===== config.mk =====
export PLATFORM = sky130hd
export DESIGN_NAME = oaht_hash_index
export DESIGN_NICKNAME = d
export VERILOG_FILES = /design/src/oaht_pkg.sv /design/src/oaht_hash_index.sv
export SDC_FILE = /design/constraint.sdc
export NUM_CORES = 1
export LEC_CHECK = 0
export BUFFER_PORTS_ARGS = -buffer_cell sky130_fd_sc_hd__clkbuf_2
export CAP_MARGIN = 20
export CELL_PAD_IN_SITES_DETAIL_PLACEMENT = 1
export CELL_PAD_IN_SITES_GLOBAL_PLACEMENT = 2
export CORE_UTILIZATION = 23
export DETAILED_ROUTE_END_ITERATION = 10
export PLACE_DENSITY = 0.77
export SETUP_SLACK_MARGIN = 0.05
export SLEW_MARGIN = 15
export SYNTH_ARGS = -nofsm -noshare
export SYNTH_HDL_FRONTEND = slang
export SYNTH_SLANG_ARGS = --single-unit

===== constraint.sdc =====
create_clock -name clock -period 2.7 [get_ports clock]
set_input_delay 0.54 -clock clock [delete_from_list [all_inputs] [get_ports clock]]
set_output_delay 0.54 -clock clock [all_outputs]
set_load 0.05 [all_outputs]

===== src/oaht_pkg.sv =====
// ----------------------------------------------------------------------------
// oaht_pkg
// Shared widths, codes and defaults for the open-address hash table core.
// ----------------------------------------------------------------------------
`default_nettype none

package oaht_pkg;

   // Default table geometry
   localparam int DEF_CAPACITY   = 256;
   localparam int DEF_KEY_BITS   = 32;
   localparam int DEF_VALUE_BITS = 64;

   // Fixed port widths
   localparam int OP_W       = 2;
   localparam int KEY_ID_W   = 32;
   localparam int HASH_W     = 32;
   localparam int VALUE_W    = 64;
   localparam int STATUS_W   = 2;
   localparam int MAX_FILL_W = 8;

   localparam logic [MAX_FILL_W-1:0] MAX_FILL_RESET = 8'd192;

   // Hash reduction: bits folded into the remainder per cycle
   localparam int HASH_BITS_PER_STEP = 4;

   // Operation codes
   localparam logic [OP_W-1:0] OP_GET    = 2'd0;
   localparam logic [OP_W-1:0] OP_INSERT = 2'd1;
   localparam logic [OP_W-1:0] OP_REMOVE = 2'd2;

   // Response status codes
   localparam logic [STATUS_W-1:0] STATUS_OK     = 2'd0;
   localparam logic [STATUS_W-1:0] STATUS_ABSENT = 2'd1;
   localparam logic [STATUS_W-1:0] STATUS_FULL   = 2'd2;

   // Slot marks
   localparam int MARK_W = 2;
   localparam logic [MARK_W-1:0] MARK_EMPTY = 2'd0;
   localparam logic [MARK_W-1:0] MARK_LIVE  = 2'd1;
   localparam logic [MARK_W-1:0] MARK_TOMB  = 2'd2;

endpackage

`default_nettype wire


===== src/oaht_hash_index.sv =====
// ----------------------------------------------------------------------------
// oaht_hash_index
// Reduces a 32-bit hash to a home slot index (hash mod CAPACITY). A power of
// two capacity takes the low hash bits directly; any other capacity folds
// HASH_BITS_PER_STEP hash bits per cycle into a running remainder.
// ----------------------------------------------------------------------------
`default_nettype none

module oaht_hash_index #(
   parameter int CAPACITY = oaht_pkg::DEF_CAPACITY
) (
   input  wire                                 clock,
   input  wire                                 reset,
   input  wire                                 start,
   input  wire  [oaht_pkg::HASH_W-1:0]         hash,
   output logic                                done,
   output logic [$clog2(CAPACITY)-1:0]         index
);

   localparam int IDX_W   = $clog2(CAPACITY);
   localparam int ACC_W   = IDX_W + 1;
   localparam int STEP    = oaht_pkg::HASH_BITS_PER_STEP;
   localparam int ROUNDS  = oaht_pkg::HASH_W / STEP;
   localparam int ROUND_W = $clog2(ROUNDS);
   localparam bit IS_POW2 = (CAPACITY & (CAPACITY - 1)) == 0;
   localparam logic [ACC_W-1:0] CAP_ACC = ACC_W'(CAPACITY);

   logic                          active_ff, active_in;
   logic                          done_ff, done_in;
   logic [ROUND_W-1:0]            round_ff, round_in;
   logic [oaht_pkg::HASH_W-1:0]   shift_ff, shift_in;
   logic [IDX_W-1:0]              rem_ff, rem_in;
   logic [IDX_W-1:0]              rem_step;

   // Fold STEP hash bits, MSB first, into the remainder
   always_comb begin
      logic [IDX_W-1:0] r;
      logic [ACC_W-1:0] t;
      r = rem_ff;
      for (int i = 0; i < STEP; i++) begin
         t = {r, shift_ff[oaht_pkg::HASH_W-1-i]};
         if (t >= CAP_ACC) begin
            t = t - CAP_ACC;
         end
         r = t[IDX_W-1:0];
      end
      rem_step = r;
   end

   // Sequencing
   always_comb begin
      active_in = active_ff;
      round_in  = round_ff;
      shift_in  = shift_ff;
      rem_in    = rem_ff;
      done_in   = 1'b0;
      if (start) begin
         if (IS_POW2) begin
            rem_in  = hash[IDX_W-1:0];
            done_in = 1'b1;
         end else begin
            shift_in  = hash;
            rem_in    = '0;
            round_in  = '0;
            active_in = 1'b1;
         end
      end else if (active_ff) begin
         rem_in   = rem_step;
         shift_in = shift_ff << STEP;
         round_in = round_ff + 1'b1;
         if (round_ff == ROUND_W'(ROUNDS - 1)) begin
            active_in = 1'b0;
            done_in   = 1'b1;
         end
      end
   end

   // Control registers
   always_ff @(posedge clock) begin
      if (reset) begin
         active_ff <= 1'b0;
         done_ff   <= 1'b0;
      end else begin
         active_ff <= active_in;
         done_ff   <= done_in;
      end
   end

   // Datapath registers
   always_ff @(posedge clock) begin
      round_ff <= round_in;
      shift_ff <= shift_in;
      rem_ff   <= rem_in;
   end

   assign done  = done_ff;
   assign index = rem_ff;

endmodule

`default_nettype wire


Word level (Yosys, flattened, before mapping)
Cells that the tools add are included.
{"block": "op_classes", "add_sub_neg": 5, "magnitude_cmp": 4, "n_eq_ne": 1, "n_mux": 11, "bitwise": 1, "n_reduce_logical": 2}
{"operator": "2-to-1 mux 8 bit", "n": 6}
{"operator": "greater-or-equal comparator 9 bit (second input constant)", "n": 4}
{"operator": "subtractor 8 x 1 -> 8 bit (second input constant)", "n": 4}
{"operator": "2-to-1 mux 1 bit", "n": 5}
{"operator": "adder 3 x 1 -> 3 bit (second input constant)", "n": 1}
{"operator": "equality test 3 bit (second input constant)", "n": 1}
{"operator": "AND reduction 2 bit", "n": 1}
{"operator": "nonzero test 2 bit", "n": 1}
{"operator": "inverter 1 bit", "n": 1}
{"block": "totals", "ff_bits": 13, "wordCells": 28}

Longest topological paths before layout
Gate-level depths: netlist of the first run.
{"block": "depth", "depth_word": 10, "depth_mapped": 4, "mapped_depth_nobuf": 4}

Worst setup path before layout of the first run
Ideal clock, no wire load.
{"block": "synth_timing", "kind": "input -> register", "start": "input port start", "end": "register rem_ff[0] (netlist: index[0]), enable pin", "setup_ps": 271, "t_arrival_ps": 996, "required_ps": 2429, "slack_ps": 1433, "path_stages": 2, "n_path_buf": 1, "path_cell_list": "buf_6 > or2_2"}
{"block": "synth_between", "elab_chain_len": 1}
{"item": "start: declaration", "line_no": "oaht_hash_index.sv:14", "source": "input wire start,"}
{"item": "nonzero test 2 bit (no source line)"}
{"item": "end signal: assignment", "line_no": "oaht_hash_index.sv:93", "source": "rem_ff <= rem_in;"}
{"item": "end: declaration", "line_no": "oaht_hash_index.sv:32", "source": "logic [IDX_W-1:0] rem_ff, rem_in;"}
No other way between the ends.
A chain may end at the register's enable or synchronous reset.

Worst setup path after layout of the first run
{"block": "layout_timing", "start": "register rem_ff[0] (netlist: index[0])", "end": "output port index[0]"}
{"item": "end: declaration", "line_no": "oaht_hash_index.sv:17", "source": "output logic [$clog2(CAPACITY)-1:0] index"}
No word-level cell between the ends.

==> summary by stage, run 1 <==
Status
The flow ran to the end, and the final reports show no timing, DRC or antenna violations.

Cells and area
After the flow finishes, the layout carries non-filler instances totaling 81. The final core utilization is between 30% and 40%. The top cell types in the final layout, fill and taps aside, are clkbuf_2, edfxtp_1, and2_2. In the final design database the tool counted just over 90 nets. Compared with the post-synthesis result, the final layout area differs by 27.2%. Counting the fill cells in the layout gives 249. Of the cells placed in the final design, the portion with a size suffix greater than 1 is about 60%.

The commonest non-fill, non-tap cell in the layout is clkbuf_2. 0 antenna diodes ended up in the layout.

Placed design
Before CTS, the worst setup slack after placement is ~1.2 ns. The count of buffers inserted at the top-level ports is 19. Once placement completed, the tool counted placed cells totaling 77.

The congestion estimate from routability-driven global placement came to slightly above 0.6. The HPWL after detailed placement is around 640 um.

Power and ir drop
Net switching is 26.0% of the power. The power share of the sequential group is a little under three fifths. The static power due to leakage is a little over 0.3 nW.

The power share of the combinational group is about 17%. Internal power comes to ~0.31 mW. The power per cell area is about 610 nW/um^2. In this run the power spent charging and discharging nets is between 0.1 and 0.15 mW. The maximum vdd ir drop is between 200 and 250 uV. In this run, the clock network consumes around 28% of the power. The overall power of the completed layout is between 0.4 and 0.5 mW.

CTS
The cell at the root of the clock tree is clkbuf_4. In this run the number of H-tree levels came out at 1. The total number of clock tree sinks is 13. The post-CTS resize count is 0. In this run, post-CTS hold repair placed 0 buffers.

The clock passes through at most 2 buffers. After clock tree synthesis, the clock-pin slew on the worst setup and hold paths is 0.07 ns. At the later pin of the worst-skew pair, clock insertion delay measures around 0.26 ns. Once the clock tree was built, the setup fixing pass inserted 0 buffers. Clock tree synthesis inserted a total of 3 buffers. TritonCTS built the clock tree.

Timing
The slew at the pin closest to its max-slew limit is between 0.2 and 0.3 ns. The final max-slew violation count is 0. The final-report hold violation count was 0. For the finished layout, the period the worst path requires is 1.45 ns.

Static timing analysis puts the maximum clock frequency at 692 MHz. The setup clock skew after layout is 0.00230 ns. Once routing completed, OpenROAD measured the worst setup slack at 1.25 ns. After layout, the worst path uses 53.6% of the clock period. Headroom to the max-slew limit came out at about four fifths. Adding up every negative setup slack in the final design gives 0 ns.

Setup repair after global routing left no endpoint under its margin. Setup violations remaining at the end of the flow were counted as 0.

Synthesis
The top cell type's share of synthesized area is 61.8%. By area the synthesized netlist is led by edfxtp_1, mux2_4, dfxtp_1. The number of nets in the synthesized netlist is 68. The cell area after technology mapping is approximately 530 sq um. Summed over all instances, the cell type with the most area after synthesis is edfxtp_1. During synthesis, Yosys emitted a total of 0 warnings. In the synthesized netlist, the number of instances is 31. The number of different library cells in the post-synthesis netlist is 14. The average instance in the mapped netlist occupies about 17 sq um. Summing the sequential cell areas from Yosys gives 69.3% of the chip area. Synthesis inferred 13 register bits.

Hold path
The worst hold endpoint is done. The worst hold path startpoint is reset. The cell depth of the worst hold path is 2.

The path class of the tightest hold or removal check is input port to flop.

Critical path
The largest single stage delay on the critical path is just under 0.4 ns. The start of the worst register-to-register path is round_ff[0]. Counting both buffers and inverters, the worst setup path holds a total of 1. The kind of cell with the highest combined delay along the critical path is flip-flops.

The required time at the worst-slack endpoint is between 2 and 2.5 ns. The critical path in this run is classified as flop to output pin. On the critical path, the stage with the largest delay is an instance of edfxtp_1.

The reg-to-reg endpoint is active_ff. The worst path arrival time is roughly 0.91 ns. The critical path goes through clkbuf_2.

The startpoint type of the worst setup path is a flop. The maximum fanout along the worst path is 2. For the worst flop-to-flop path, the logic depth is 4. The endpoint class of the critical path is an output pin. The register-to-register path setup slack is between 1.5 and 2 ns.

Die
The initial utilization of the core area, before any placement, comes to 24.4%. In this run the count of I/O pins placed on the die edge is 44. The overall die area is approximately 2500 sq um. The total core area is between 2000 and 2500 sq um.

The number of placement rows is 17. The die is approximately 50 um wide. From bottom edge to top edge, the die measures ~50 um.

Flow run
The number of violations of the max-capacitance limit is 0.

Global route
The global-route wire length before repair is around 1.4 mm. Global routing used between 8 and 9% of the available tracks. The number of global-route vias before repair is roughly 330. The number of antenna violations at the first check in global routing is 0.

Entering global routing, the biggest net connects 13 pins. Global routing finished with a remaining overflow of 0.

Routing
The DRC violation count after routing is 0. The aggregate routed wire length is slightly above 800 um. The detailed router placed about 320 vias in this run.

The detailed-routing iteration count for the pre-antenna-repair pass is 4. The per-cell routed wire length is ~10 um. The remaining antenna violation count after routing is 0. After the first detailed-routing iteration, the DRC count stood at 3.

Using the TritonRoute via totals, the vias-per-cell ratio works out to 3.99.
[worst max path at each step]
stage | to | slack, ns | cells past startpoint | startpoint
3_5_place_dp | index[6] | 1.24 | 2 | start
3_3_place_gp | index[6] | 1.26 | 2 | start
2_1_floorplan | index[0] | 1.43 | 2 | start
4_1_cts | index[0] | 1.24 | 1 | index[0]
6_report | index[0] | 1.25 | 1 | index[0]
5_1_grt | index[0] | 1.18 | 1 | index[0]
[per-layer routing]
layer	up-vias	share of wire [%]	track usage, %
li1	154	-	-
met1	154	38	8.21
met2	13	51	12.4
met3	2	6.6	3.03
met4	0	4.2	11.4
met5	-	0	0
[flip-flops by register name (all words and copies together) (netlist names)]
| register | flops |
|---|---|
| active_ff | 1 |
| done | 1 |
| index | 8 |
| round_ff | 3 |
[per-stage QoR]
stage          cell area [sq um]  hold slack, ns
6_report                     679           0.452
5_1_grt                      679           0.448
4_1_cts                      679           0.445
3_5_place_dp                 653           0.503
3_3_place_gp                 653           0.490
2_1_floorplan                534           0.472
[cells by family (layout without fill, tap and decap cells)]
group                      Yosys count  count (layout)  share of synthesized area (%)
AOI/OAI and AO/OA                    1               1                          0.936
buffers and inverters                2              24                           2.81
adders and majority gates            2               2                           4.68
DFF                                 13              13                           69.3
muxes                                4               4                           10.5
and+or+nand+nor                      9               9                           11.7
[synthesized netlist by cell type]
cell type / number
nor3b_1: 1
mux2_2: 1
nor2b_1: 1
and2_2: 4
dfxtp_1: 2
inv_1: 1
a21oi_1: 1
or2_2: 1
ha_1: 2
nor2_1: 1
edfxtp_1: 11
buf_6: 1
mux2_4: 3
and2b_2: 1
[cell type report]
cell class | instances | area [sq um] | area share, %
Tap cell | 28 | 35.0 | 5.16
Clock buffer | 4 | 26.3 | 3.87
Timing Repair Buffer | 19 | 95.1 | 14.0
Multi-Input combinational cell | 16 | 149 | 21.9
Sequential cell | 13 | 370 | 54.5
Inverter | 1 | 3.75 | 0.552
[power groups by stage]
stage	sequential [mW]	combinational, mW	clock (mW)
2_1_floorplan	0.272	0.0166	0
3_3_place_gp	0.236	0.0690	0
3_5_place_dp	0.237	0.0697	0
4_1_cts	0.232	0.0698	0.120
5_1_grt	0.233	0.0722	0.128
6_report	0.232	0.0689	0.114
(Power assumes the default switching activity.)
==> run 2: changes to the inputs <==
CORE_UTILIZATION = 21   (was 23)
PLACE_DENSITY = 0.71   (was 0.77)
clock period = 1.4 ns   (was 2.7 ns; I/O delays follow)
==> run 2 against run 1 <==
Cell area stayed put; utilization decreased by 1.4 points; combinational power rose by 94%; first-iteration DRC count fell by 100%; global-route usage grew 0.16 points; sequential share of layout area unchanged; via count fell by 3.7%; clock skew fell by 0.0014 ns; clock-buffer cell count unchanged; non-clock buffer count unchanged; wire length is 16% higher.
==> summary by stage, run 2 (synthesis gave the netlist of run 1 again) <==
Status
Run status: completed (unchanged).

Global route
The total global routing overflow is 0 (unchanged). The number of global-route vias before repair was 336 (was 331). The number of antenna violations at the first check in global routing is 0 (unchanged). The maximum number of pins on one net before global-route repair is 13 (unchanged). The overall global routing resource usage is 8.71% (was 8.55%). The global-route wire length before repair came to 1.53 mm (was 1.43 mm).

CTS
The buffer count from post-CTS setup fixing is 0 (unchanged). The post-CTS resize count is 0 (unchanged). The cell at the root of the clock tree is clkbuf_4 (unchanged). The maximum number of buffers from clock root to sink is 2 (unchanged). The number of levels in the clock H-tree was 1 (unchanged). The insertion delay of the later-clocked pin in the worst-skew pair is 0.27 ns (was 0.26 ns). The total number of clock tree sinks is 13 (unchanged). The CTS buffer count is 3 (unchanged). The hold buffer count at cts is 0 (unchanged). The clock tree from TritonCTS is yes (unchanged).

The clock-pin slew of the registers on the worst-case setup and hold paths came to 0.08 ns (was 0.07 ns).

Die
The total core area is 2300 sq um (was 2190 sq um). The I/O pin count came to 44 (unchanged). The effective utilization at floorplan was 23.3% (was 24.4%). The overall die area is 2750 sq um (was 2520 sq um). The die span in x is 52.4 um (was 50.2 um). The height of the die is 52.4 um (was 50.2 um). The number of placement rows is 17 (unchanged).

Cells and area
The fraction of layout instances using a drive strength above 1 is 60.4% (unchanged). The number of nets in the layout was 91 (unchanged). The flip-flop count of the largest register after layout was 8 (unchanged). Most frequent cells in the layout: clkbuf_2, edfxtp_1, and2_2 (unchanged). The post-synthesis to final-layout area growth is 27.2% (unchanged).

The antenna diode count is 0 (unchanged). The commonest non-fill, non-tap cell in the layout was clkbuf_2 (unchanged).

Critical path
The count of cell instances traversed by the critical path is 1 (unchanged). The cell family contributing the most delay on the critical path is flip-flops (unchanged). The startpoint type of the worst setup path is a flop (unchanged). The start of the worst register-to-register path is round_ff[0] (unchanged). The worst path arrival time came to 0.92 ns (was 0.91 ns).

The register-to-register path setup slack is 0.22 ns (was 1.52 ns). The category of the most critical setup path is flop to output pin (unchanged). The cell depth of the worst flop-to-flop path was 4 (unchanged). The stage delay of the slowest cell on the critical path is 0.40 ns (was 0.39 ns). The maximum fanout along the worst path is 2 (unchanged). The reg-to-reg endpoint is active_ff (unchanged).

The required time at the worst-slack endpoint is 1.12 ns (was 2.16 ns). The number of buffers and inverters on the critical path is 1 (unchanged). The endpoint class of the critical path is an output pin (unchanged).

List of cells traversed by the critical path: clkbuf_2 (unchanged). The startpoint of the worst setup timing path is index[0] (unchanged). The timing endpoint of the critical path is index[0] (unchanged). The highest-delay cell along the critical path is edfxtp_1 (unchanged).

Timing
The final max-slew violation count is 0 (unchanged). The top achievable clock speed is between 800 and 900 MHz. Unrepaired setup endpoints after global routing: no (unchanged). The accumulated negative setup slack is 0 ns (unchanged).

The count of final setup violators is 0 (unchanged). The worst slew margin relative to its limit came to 81.0% (was 81.1%). The final-report hold violation count is 0 (unchanged).

The final clock period utilization by the worst path is 85.7%. The setup clock skew after layout was 0.000906 ns (was 0.00230 ns). The slew at the pin closest to its max-slew limit is 0.285 ns (about the same).

The shortest period the worst path allows is ~1.2 ns.

Power and ir drop
The overall power of the completed layout is 0.808 mW (was 0.415 mW). The maximum vdd ir drop is 316 uV (was 212 uV). The power per cell area is 1190 nW/um^2 (was 610 nW/um^2).

The static power due to leakage is 0.306 nW (unchanged).

Routing
The detailed-routing iteration count for the pre-antenna-repair pass is 1 (was 4). The aggregate routed wire length is 944 um (was 814 um). The per-cell routed wire length is 11.7 um (was 10.0 um). The total via count after detailed routing is 311 (was 323). The violation count after the first detailed-routing iteration is 0 (was 3).

The vias per cell is 3.84 (was 3.99). The remaining antenna violation count after routing is 0 (unchanged). The DRC violation count after routing is 0 (unchanged).

Flow run
The number of violations of the max-capacitance limit was 0 (unchanged).

Placed design
The global placer's final weighted congestion is 0.602 (was 0.622). The detailed placement HPWL is 728 um (was 643 um). The count of buffers inserted at the top-level ports was 19 (unchanged).

Hold path
The worst hold-check path type is input port to flop (unchanged).
run 2: cell counts in the layout (fill, tap and decap cells not counted):
No cell type changed its count.
run 2: worst min-delay path by stage:
stage	from	to	slack, ns	cells past startpoint
global route	reset	done	0.18	2
floorplan	reset	done	0.35	1
detailed placement	reset	done	0.47	2
finish	reset	done	0.18	2
CTS	reset	done	0.18	2
global placement	reset	active_ff	0.47	2
run 2: report_power, final:
group	switching (mW)	internal, mW	leakage [nW]	total, mW
registers	0.00691	0.441	0.129	0.448
logic	0.0927	0.0413	0.162	0.134
clock network	0.116	0.110	0.0150	0.226
total	0.216	0.592	0.306	0.808
run 2: stage by stage:
stage	cells	hold slack [ns]	instance area, sq um	utilization, %	worst slack, ns
4_1_cts	81	0.175	679	29.6	0.174
2_1_floorplan	31	0.352	534	-	0.214
3_3_place_gp	77	0.470	653	28.4	0.204
6_report	81	0.182	679	29.6	0.200
5_1_grt	81	0.181	679	29.6	0.0638
3_5_place_dp	77	0.471	653	28.4	0.179
run 2: layout make-up:
class / count / area, sq um
Fill cell: 265 / 1620
Sequential cell: 13 / 370
Timing Repair Buffer: 19 / 95.1
Clock buffer: 4 / 26.3
Tap cell: 28 / 35.0
Multi-Input combinational cell: 16 / 149
Inverter: 1 / 3.75
run 2: layer usage:
metal	part of all wire, %	wire, um	global-route usage, %
met2	52	491	13.9
met4	2.9	27	10.5
met3	5.5	52	2.03
met5	0	0	0
met1	39	372	8.32
